==> src/hw/rtl/page_run_allocator_top_defines.svh <==
// assertion macros shared by the page run allocator rtl
`ifndef PAGE_RUN_ALLOCATOR_TOP_DEFINES_SVH
`define PAGE_RUN_ALLOCATOR_TOP_DEFINES_SVH
`ifndef NO_ASSERTIONS
`define PRA_ASSERT(lbl, clk, rst, prop, msg) \
   lbl: assert property (@(posedge clk) disable iff (rst) prop) else $error(msg);
`define PRA_ASSERT_ANY(lbl, clk, prop, msg) \
   lbl: assert property (@(posedge clk) prop) else $error(msg);
`else
`define PRA_ASSERT(lbl, clk, rst, prop, msg)
`define PRA_ASSERT_ANY(lbl, clk, prop, msg)
`endif
`endif

==> src/hw/rtl/pra_pkg.sv <==
// shared types and constants of the page run allocator
`timescale 1ns / 1ps
package pra_pkg;
   localparam int DEF_MAX_PAGES = 1024;
   localparam int DEF_FLAG_BITS = 32;

   typedef enum logic [2:0] {
      ACT_ALLOC = 3'd0,
      ACT_FREE  = 3'd1,
      ACT_SET   = 3'd2,
      ACT_QUERY = 3'd3,
      ACT_RANGE = 3'd4
   } act_type;

   typedef enum logic [1:0] {
      NXT_READ  = 2'd0,
      NXT_WRITE = 2'd1,
      NXT_DONE  = 2'd2
   } next_type;

   typedef struct packed {
      logic clr_en;
      logic latch;
      logic rd;
      logic ev;
      logic wr;
      logic load_rsp;
   } cmd_type;

   typedef struct packed {
      logic     cfg_wr;
      logic     clr_last;
      logic     quick;
      next_type ev_next;
      logic     wr_last;
      logic     rsp_busy;
   } status_type;
endpackage

==> src/hw/rtl/pra_ctrl.sv <==
// sequencer of the page run allocator
`timescale 1ns / 1ps
module pra_ctrl (
   input  logic               clock,
   input  logic               reset,
   input  logic               req_tvalid,
   output logic               req_tready,
   input  pra_pkg::status_type st,
   output pra_pkg::cmd_type    cmd
);
   import pra_pkg::*;

   typedef enum logic [5:0] {
      S_CLEAR = 6'b000001,
      S_IDLE  = 6'b000010,
      S_READ  = 6'b000100,
      S_EVAL  = 6'b001000,
      S_WRITE = 6'b010000,
      S_DONE  = 6'b100000
   } state_type;

   state_type state_ff, state_in;

   assign req_tready   = (state_ff == S_IDLE);
   assign cmd.clr_en   = (state_ff == S_CLEAR);
   assign cmd.latch    = (state_ff == S_IDLE) && req_tvalid;
   assign cmd.rd       = (state_ff == S_READ);
   assign cmd.ev       = (state_ff == S_EVAL);
   assign cmd.wr       = (state_ff == S_WRITE);
   assign cmd.load_rsp = (state_ff == S_DONE) && !st.rsp_busy;

   always_comb begin
      state_in = state_ff;
      unique case (state_ff)
         S_CLEAR: if (st.clr_last) state_in = S_IDLE;
         S_IDLE:  if (req_tvalid) state_in = st.quick ? S_DONE : S_READ;
         S_READ:  state_in = S_EVAL;
         S_EVAL: begin
            unique case (st.ev_next)
               NXT_READ:  state_in = S_READ;
               NXT_WRITE: state_in = S_WRITE;
               NXT_DONE:  state_in = S_DONE;
               default:   state_in = S_DONE;
            endcase
         end
         S_WRITE: if (st.wr_last) state_in = S_DONE;
         S_DONE:  if (!st.rsp_busy) state_in = S_IDLE;
         default: state_in = S_CLEAR;
      endcase
      // a new pool size restarts the clearing sweep
      if (st.cfg_wr) state_in = S_CLEAR;
   end

   always_ff @(posedge clock) begin
      if (reset) state_ff <= S_CLEAR;
      else       state_ff <= state_in;
   end
endmodule

==> config.mk <==
export PLATFORM = sky130hd
export DESIGN_NAME = pra_ctrl
export DESIGN_NICKNAME = d
export VERILOG_FILES = /design/src/hw/rtl/page_run_allocator_top_defines.svh /design/src/hw/rtl/pra_pkg.sv /design/src/hw/rtl/pra_ctrl.sv
export SDC_FILE = /design/constraint.sdc
export NUM_CORES = 1
export LEC_CHECK = 0
export BUFFER_PORTS_ARGS = -buffer_cell sky130_fd_sc_hd__buf_4
export CAP_MARGIN = 20
export CORE_AREA = 2 2 39 41
export CTS_CLUSTER_SIZE = 12
export DETAILED_ROUTE_END_ITERATION = 12
export DIE_AREA = 0 0 41 43
export SYNTH_ARGS = -nofsm -noshare
export SYNTH_HDL_FRONTEND = slang
export SYNTH_SLANG_ARGS = --single-unit
==> constraint.sdc <==
create_clock -name clock -period 1.4 [get_ports clock]
set_clock_uncertainty 0.05 [all_clocks]
set_input_delay 0.28 -clock clock [delete_from_list [all_inputs] [get_ports clock]]
set_output_delay 0.28 -clock clock [all_outputs]
set_load 0.005 [all_outputs]
==> summary.log, run 1 <==
[cells_and_area] number of flip-flops under the largest register name 6
[floorplanning] horizontal die dimension 41 µm
[cells_and_area] leading cell type in the layout, fill and taps excluded sky130_fd_sc_hd__buf_4
[critical_path] Critical Path AT 1.36 ns
[sta] final setup violation count 13
[detailed_routing] DR DRC count 0
[placed_design] estimated wirelength of the detail-placed design 1.04 mm
[hold_path] hold wc startpoint st[4]
[critical_path] buffers plus inverters on the worst setup path 2
[critical_path] Critical Path End Type output port
[cts] CTS H-tree lvls 1
[pwr] P_leak 0.461 nW
[floorplanning] starting utilization of the core area 33.6%
[detailed_routing] detailed router's first-iteration violation count 17
[critical_path] reg2reg end state_ff[1]
[cells_and_area] top register by number of flip-flops state_ff
[synth] Mapped Cells 55
[detailed_routing] Via density 5.28
[floorplanning] Placement Rows 14
[synth] area of the mapped netlist 465 µm²
[cts] CTS tree done
[hold_path] number of cells traversed by the worst hold path 3
[floorplanning] die area 1760 µm²
[critical_path] Setup CP Type reg2out
[hold_path] worst min-delay path category in2reg
[sta] Slew Viols, Final 0
[critical_path] cell family contributing the most delay on the critical path simple AND/OR/NAND/NOR gates
[placed_design] Port-buffer cells 16
[flow_run] maxcap violations 0
[cells_and_area] fraction of the core area covered by cells at the end of the flow 74.6%
[cts] Inserted Clock Buffers 3
[pwr] Combinational Power Share 35.4%
[sta] max-slew headroom at the worst pin 75.8%
[cts] # clock sinks 6
[critical_path] CP max stage cell sky130_fd_sc_hd__dfxtp_4
[synth] synthesis warning total 0
[cts] worst-skew pair later-pin latency 0.25 ns
[pwr] overall power of the completed layout 0.532 mW
[detailed_routing] final antenna-violating net count 0
[grt] overall overflow remaining after global route 0
[critical_path] CP Max Fanout 4
[cells_and_area] Area growth, synth to finish 122%
[cells_and_area] ANT cells 0
[critical_path] highest cell delay on the worst timing path 0.36 ns
[cells_and_area] layout filler cell count 94
[pwr] share of power burned in registers 33.3%
[critical_path] cells traversed along the worst timing path buf_6, nor4b_4, nand2_1, nor2_1, buf_4
[floorplanning] number of top-level design ports 17
[critical_path] CP required 1.07 ns
[critical_path] count of cells along the worst register-to-register path 7
[placed_design] final estimated routing congestion in global placement 0.769
[synth] number of register bits inferred by synthesis 6
[grt] wire length of the first global-routing pass 2.69 mm
[sta] setup slack after layout -0.289 ns
[synth] top_reg_cell synth sky130_fd_sc_hd__dfxtp_1
[cts] # hold bufs at CTS 0
[detailed_routing] via count 644
[synth] count of distinct cell types in the synthesized netlist 31
[grt] pin count of the biggest net entering global routing 8
[sta] WHS 0.270 ns
[cells_and_area] most frequent cells in the layout sky130_fd_sc_hd__buf_4, sky130_fd_sc_hd__buf_6, sky130_fd_sc_hd__dfxtp_4
[outcome] run status finished with violations
[cts] clock transition at the registers of the reported paths 0.05 ns
[pwr] power density over the cells 516 nW/µm²
[pwr] Net Sw Frac 28.2%
[synth] number of enable flip-flop cells after synthesis 0
[floorplanning] Core Box Area 1380 µm²
[cells_and_area] top flop regs state_ff x6
[critical_path] beginning of the worst register-to-register path state_ff[1]
[grt] vias in the first global route 630
[outcome] violated checks negative setup slack
[cells_and_area] number of nets in the final layout 118
[sta] slew at the pin with the worst max-slew slack 0.362 ns
[placed_design] Inst Count DP 103
[critical_path] Startpoint Class flop
[critical_path] R2R setup slack -0.21 ns
[sta] final count of hold timing violations 0
[cells_and_area] layout cell share with drive strength beyond 1 77.4%
[grt] number of antenna violations at the first check in global routing 0
[pwr] Internal Dissipation 0.382 mW
[detailed_routing] first drt pass iteration count 4
[critical_path] start point of the critical path state_ff[1]
[pwr] power spent charging and discharging nets 0.150 mW
[synth] average cell area after synthesis 8.46 µm²
[synth] Post-synth ARST share 0%
[synth] share of synthesized area occupied by flip-flops and latches 25.8%
[synth] post-synthesis net count 65
[pwr] Clock power frac 31.3%
[cts] Clock Path Buffers 2
[pwr] maximum vdd drop 0.000390 V
[detailed_routing] wire length after detailed routing 1.77 mm
[sta] unrepaired setup endpoints after global routing yes
[sta] Fmax 592 MHz
[cells_and_area] number of cells in the finished layout apart from fillers 122
[grt] overall track demand over capacity in global routing 22.4%
[floorplanning] die extent in y 43 µm
[cts] Root Buffer Master sky130_fd_sc_hd__clkbuf_4
[sta] final period demand of the worst path 1.69 ns
[hold_path] Hold Path Sink state_ff[5]
[sta] Final period util 121%
[detailed_routing] average wire per cell in the routed design 14.5 µm
## synthesized netlist by cell type (all sizes together), types with 2 or more instances
cell | instances | area, µm²
dfxtp | 6 | 120
buf | 2 | 22.5
nand2 | 3 | 11.3
nor3 | 4 | 25.0
nor2b | 2 | 12.5
inv | 5 | 18.8
nor2 | 3 | 11.3
nor4 | 2 | 25.0
and3 | 3 | 18.8
nand3b | 3 | 22.5
o21ai | 2 | 13.8
nor3b | 2 | 15.0
nand3 | 3 | 20.0
## cell families (layout without fill, tap and decap cells)
| group | Yosys count | after routing | share of synthesized area [%] |
|---|---|---|---|
| buffers and inverters | 8 | 59 | 9.68 |
| flip-flops | 6 | 6 | 25.8 |
| AO/OA/AOI/OAI | 11 | 11 | 18.3 |
| AND/OR/NAND/NOR | 30 | 30 | 46.2 |
## tightest hold or removal path, cell delays in order
cell                       delay, ns
sky130_fd_sc_hd__buf_4          0.09
sky130_fd_sc_hd__a221oi_2       0.05
sky130_fd_sc_hd__o22ai_1        0.10
## power groups by stage
stage | sequential (mW) | clock (mW) | combinational (mW)
3_5_place_dp | 0.188 | 0 | 0.114
3_3_place_gp | 0.188 | 0 | 0.111
5_1_grt | 0.178 | 0.172 | 0.200
2_1_floorplan | 0.181 | 0 | 0.0618
6_report | 0.177 | 0.166 | 0.188
4_1_cts | 0.178 | 0.165 | 0.161
## cell type report
type                    instances  area [µm²]  area share [%]
repair buffers                 51         417            40.4
multi-input cells              41         414            40.1
flip-flops and latches          6         140            13.6
clock buffers                   3        22.5            2.18
well taps                      16        20.0            1.94
inverters                       5        18.8            1.82
## metrics by stage
step / TNS (ns) / area [µm²] / setup slack, ns
global route: -2.77 / 1030 / -0.373
detailed placement: -0.723 / 722 / -0.151
CTS: -1.85 / 950 / -0.242
floorplan: 0 / 465 / 0.0174
finish: -2.30 / 1030 / -0.289
global placement: -0.577 / 722 / -0.134
## worst max path at each step
| stage | endpoint | slack [ns] | cells after the start |
|---|---|---|---|
| floorplan | state_ff[0] | 0.02 | 5 |
| global route | cmd[0] | -0.37 | 5 |
| finish | cmd[0] | -0.29 | 5 |
| CTS | cmd[0] | -0.24 | 5 |
| global placement | state_ff[1] | -0.13 | 5 |
| detailed placement | state_ff[1] | -0.15 | 5 |
## timing repair
item / 4_1_cts / 5_1_grt
gates resized for setup: 29 / 16
endpoints found under the setup margin: 12 / 13
setup buffers: 17 / 2
gates cloned: 0 / 0
pin swaps: 17 / 14
## layer usage
layer / up-vias / track usage, % / wire, µm
met3: 8 / 2.09 / 61
li1: 312 / - / -
met5: - / 0 / 0
met2: 21 / 38.4 / 964
met1: 303 / 25.7 / 670
met4: 0 / 10.7 / 72
Note: power is estimated with default switching activity, not from simulation.
==> run 2, diff against run 1 <==
--- a/config.mk
+++ b/config.mk
@@ -7,10 +7,12 @@
 export LEC_CHECK = 0
 export BUFFER_PORTS_ARGS = -buffer_cell sky130_fd_sc_hd__buf_4
 export CAP_MARGIN = 20
-export CORE_AREA = 2 2 39 41
+export CELL_PAD_IN_SITES_DETAIL_PLACEMENT = 1
+export CELL_PAD_IN_SITES_GLOBAL_PLACEMENT = 1
+export CORE_UTILIZATION = 29
 export CTS_CLUSTER_SIZE = 12
 export DETAILED_ROUTE_END_ITERATION = 12
-export DIE_AREA = 0 0 41 43
+export PLACE_DENSITY_LB_ADDON = 0.1
 export SYNTH_ARGS = -nofsm -noshare
 export SYNTH_HDL_FRONTEND = slang
 export SYNTH_SLANG_ARGS = --single-unit
==> run 2 against run 1 <==
Net effect: total power fell by 0.80%; critical path type unchanged; sequential share of layout area fell by 0.63 points; highest routed layer unchanged; hold slack worse by 0.020 ns; the run still ends with negative setup slack left.
==> summary.log, run 2 (synthesized netlist as in run 1, its figures left out) <==
[critical_path] Setup CP Type reg2out [unchanged]
[detailed_routing] first drt pass iteration count 4 [unchanged]
[placed_design] Port-buffer cells 16 [unchanged]
[detailed_routing] DR DRC count 0 [unchanged]
[pwr] Combinational Power Share 33.2% [was 35.4%]
[flow_run] maxcap violations 0 [unchanged]
[critical_path] buffers plus inverters on the worst setup path 4 [was 2]
[cells_and_area] most frequent cells in the layout sky130_fd_sc_hd__buf_4, sky130_fd_sc_hd__buf_6, sky130_fd_sc_hd__inv_1 [was sky130_fd_sc_hd__buf_4, sky130_fd_sc_hd__buf_6, sky130_fd_sc_hd__dfxtp_4]
[cts] Clock Path Buffers 2 [unchanged]
[grt] vias in the first global route 681 [was 630]
[sta] final count of hold timing violations 0 [unchanged]
[critical_path] cells traversed along the worst timing path nor4_4, buf_4, buf_6, nand2_1, inv_1, buf_4 [was buf_6, nor4b_4, nand2_1, nor2_1, buf_4]
[grt] overall track demand over capacity in global routing 24.0% [was 22.4%]
[critical_path] CP max stage cell sky130_fd_sc_hd__dfxtp_4 [unchanged]
[critical_path] Critical Path AT 1.53 ns [was 1.36 ns]
[pwr] Net Sw Frac 30.8% [was 28.2%]
[critical_path] highest cell delay on the worst timing path 0.36 ns [about the same]
[cts] Root Buffer Master sky130_fd_sc_hd__clkbuf_4 [unchanged]
[critical_path] R2R setup slack -0.37 ns [was -0.21 ns]
[floorplanning] Placement Rows 14 [unchanged]
[cells_and_area] number of flip-flops under the largest register name 6 [unchanged]
[critical_path] Startpoint Class flop [unchanged]
[cells_and_area] layout filler cell count 160 [was 94]
[cts] # clock sinks 6 [unchanged]
[pwr] power spent charging and discharging nets 0.163 mW [was 0.150 mW]
[detailed_routing] wire length after detailed routing 2.61 mm [was 1.77 mm]
[hold_path] Hold Path Sink state_ff[4] [was state_ff[5]]
[cts] # hold bufs at CTS 0 [unchanged]
[floorplanning] starting utilization of the core area 30.9% [was 33.6%]
[pwr] P_leak 0.465 nW [was 0.461 nW]
[cells_and_area] leading cell type in the layout, fill and taps excluded sky130_fd_sc_hd__buf_4 [unchanged]
[sta] Fmax 538 MHz [was 592 MHz]
[floorplanning] die extent in y 42.1 µm [was 43 µm]
[sta] unrepaired setup endpoints after global routing yes [unchanged]
[placed_design] worst-case setup slack after placement -0.182 ns [was -0.151 ns]
[critical_path] beginning of the worst register-to-register path state_ff[5] [was state_ff[1]]
[detailed_routing] detailed router's first-iteration violation count 10 [was 17]
[grt] wire length of the first global-routing pass 3.17 mm [was 2.69 mm]
[cells_and_area] top flop regs state_ff x6 [unchanged]
[cts] clock transition at the registers of the reported paths 0.05 ns [about the same]
[critical_path] CP required 1.07 ns [about the same]
[critical_path] CP Max Fanout 4 [unchanged]
[critical_path] cell family contributing the most delay on the critical path buffers and inverters [was simple AND/OR/NAND/NOR gates]
[detailed_routing] via count 682 [was 644]
[cts] CTS tree done [unchanged]
[outcome] run status finished with violations [unchanged]
[pwr] Clock power frac 33.1% [was 31.3%]
[cells_and_area] final design area excluding fillers 1060 µm² [was 1030 µm²]
[sta] max-slew headroom at the worst pin 70.9% [was 75.8%]
[pwr] power density over the cells 497 nW/µm² [was 516 nW/µm²]
[sta] accumulated negative setup slack -3.89 ns [was -2.30 ns]
[hold_path] number of cells traversed by the worst hold path 3 [unchanged]
[critical_path] crit-path most repeated cell sky130_fd_sc_hd__buf_4
[cells_and_area] top register by number of flip-flops state_ff [unchanged]
[critical_path] count of cells along the worst register-to-register path 7 [unchanged]
[cells_and_area] ANT cells 0 [unchanged]
[hold_path] worst min-delay path category in2reg [unchanged]
[pwr] maximum vdd drop 0.000415 V [was 0.000390 V]
[sta] final setup violation count 13 [unchanged]
[sta] Slew Viols, Final 0 [unchanged]
[cells_and_area] layout cell share with drive strength beyond 1 76.4% [was 77.4%]
[grt] number of antenna violations at the first check in global routing 0 [unchanged]
[floorplanning] horizontal die dimension 42.1 µm [was 41 µm]
[grt] overall overflow remaining after global route 0 [unchanged]
[detailed_routing] average wire per cell in the routed design 21.4 µm [was 14.5 µm]
[cts] Inserted Clock Buffers 3 [unchanged]
[critical_path] reg2reg end state_ff[1] [unchanged]
[critical_path] start point of the critical path state_ff[5] [was state_ff[1]]
[cts] CTS H-tree lvls 1 [unchanged]
[sta] slew at the pin with the worst max-slew slack 0.436 ns [was 0.362 ns]
[outcome] violated checks negative setup slack [unchanged]
[sta] setup slack after layout -0.458 ns [was -0.289 ns]
[grt] pin count of the biggest net entering global routing 8 [unchanged]
[placed_design] placed cell area 707 µm² [was 722 µm²]
[sta] WHS 0.250 ns [was 0.270 ns]
[sta] final period demand of the worst path 1.86 ns [was 1.69 ns]
[floorplanning] die area 1770 µm² [was 1760 µm²]
[pwr] overall power of the completed layout 0.528 mW [was 0.532 mW]
[hold_path] hold wc startpoint st[2] [was st[4]]
[pwr] share of power burned in registers 33.7% [was 33.3%]
[placed_design] final estimated routing congestion in global placement 0.711 [was 0.769]
[floorplanning] number of top-level design ports 17 [unchanged]
[detailed_routing] final antenna-violating net count 0 [unchanged]
[cells_and_area] Area growth, synth to finish 128% [was 122%]
[cts] worst-skew pair later-pin latency 0.26 ns [was 0.25 ns]
[placed_design] estimated wirelength of the detail-placed design 1.18 mm [was 1.04 mm]
[critical_path] Critical Path End Type output port [unchanged]
[floorplanning] Core Box Area 1510 µm² [was 1380 µm²]
[detailed_routing] Via density 5.59 [was 5.28]
[cells_and_area] number of nets in the final layout 118 [unchanged]
[sta] Final period util 133% [was 121%]
[pwr] Internal Dissipation 0.365 mW [was 0.382 mW]
[run 2: cell counts in the layout (fill, tap and decap cells not counted)]
No cell type changed its count.
[run 2: worst max-delay path by stage]
| stage | depth (start not counted) | endpoint | slack [ns] |
|---|---|---|---|
| floorplan | 5 | state_ff[0] | 0.02 |
| global placement | 5 | state_ff[1] | -0.16 |
| detailed placement | 5 | state_ff[1] | -0.18 |
| CTS | 5 | cmd[4] | -0.31 |
| global route | 6 | cmd[5] | -0.48 |
| finish | 6 | cmd[5] | -0.46 |
[run 2: repair_timing]
item / 4_1_cts / 5_1_grt
pin swaps: 15 / 7
cloned: 0 / 0
resized for setup: 32 / 16
setup buffers: 14 / 6
endpoints found under the setup margin: 13 / 13
[run 2: worst register-to-register path, stage by stage (launching register included)]
cell and delay [ns]:
sky130_fd_sc_hd__dfxtp_4 0.36, sky130_fd_sc_hd__nor4_4 0.36, sky130_fd_sc_hd__buf_4 0.19, sky130_fd_sc_hd__buf_4 0.11, sky130_fd_sc_hd__buf_6 0.09, sky130_fd_sc_hd__o21ai_4 0.08, sky130_fd_sc_hd__and3_4 0.17, sky130_fd_sc_hd__a311oi_1 0.26
[run 2: power groups by stage]
stage | Combinational (mW) | Clock [mW] | Sequential [mW]
after floorplan | 0.0618 | 0 | 0.181
after detailed placement | 0.108 | 0 | 0.187
after global placement | 0.107 | 0 | 0.187
final | 0.175 | 0.175 | 0.178
after CTS | 0.141 | 0.169 | 0.179
after global routing | 0.184 | 0.194 | 0.178
[run 2: final cells by class]
cell class	count	area [µm²]	area share, %
Timing Repair Buffer	51	432	40.6
Tap cell	16	20.0	1.88
Sequential cell	6	138	12.9
Inverter	5	18.8	1.76
Clock buffer	3	22.5	2.12
Multi-Input combinational cell	41	433	40.7
[run 2: metrics by stage]
stage	std cells	util, %
6_report	122	70.6
5_1_grt	122	70.6
4_1_cts	116	62.5
3_5_place_dp	101	46.9
3_3_place_gp	101	46.9
2_1_floorplan	55	-
[run 2: routing by layer]
metal	up-vias	wire (µm)	share of wire [%]	GRT usage, %
met5	-	0	0	0
met4	0	96	3.7	9.38
met3	8	126	4.8	2.59
met2	29	1430	55	45.3
met1	335	955	37	27.2
li1	310	-	-	-
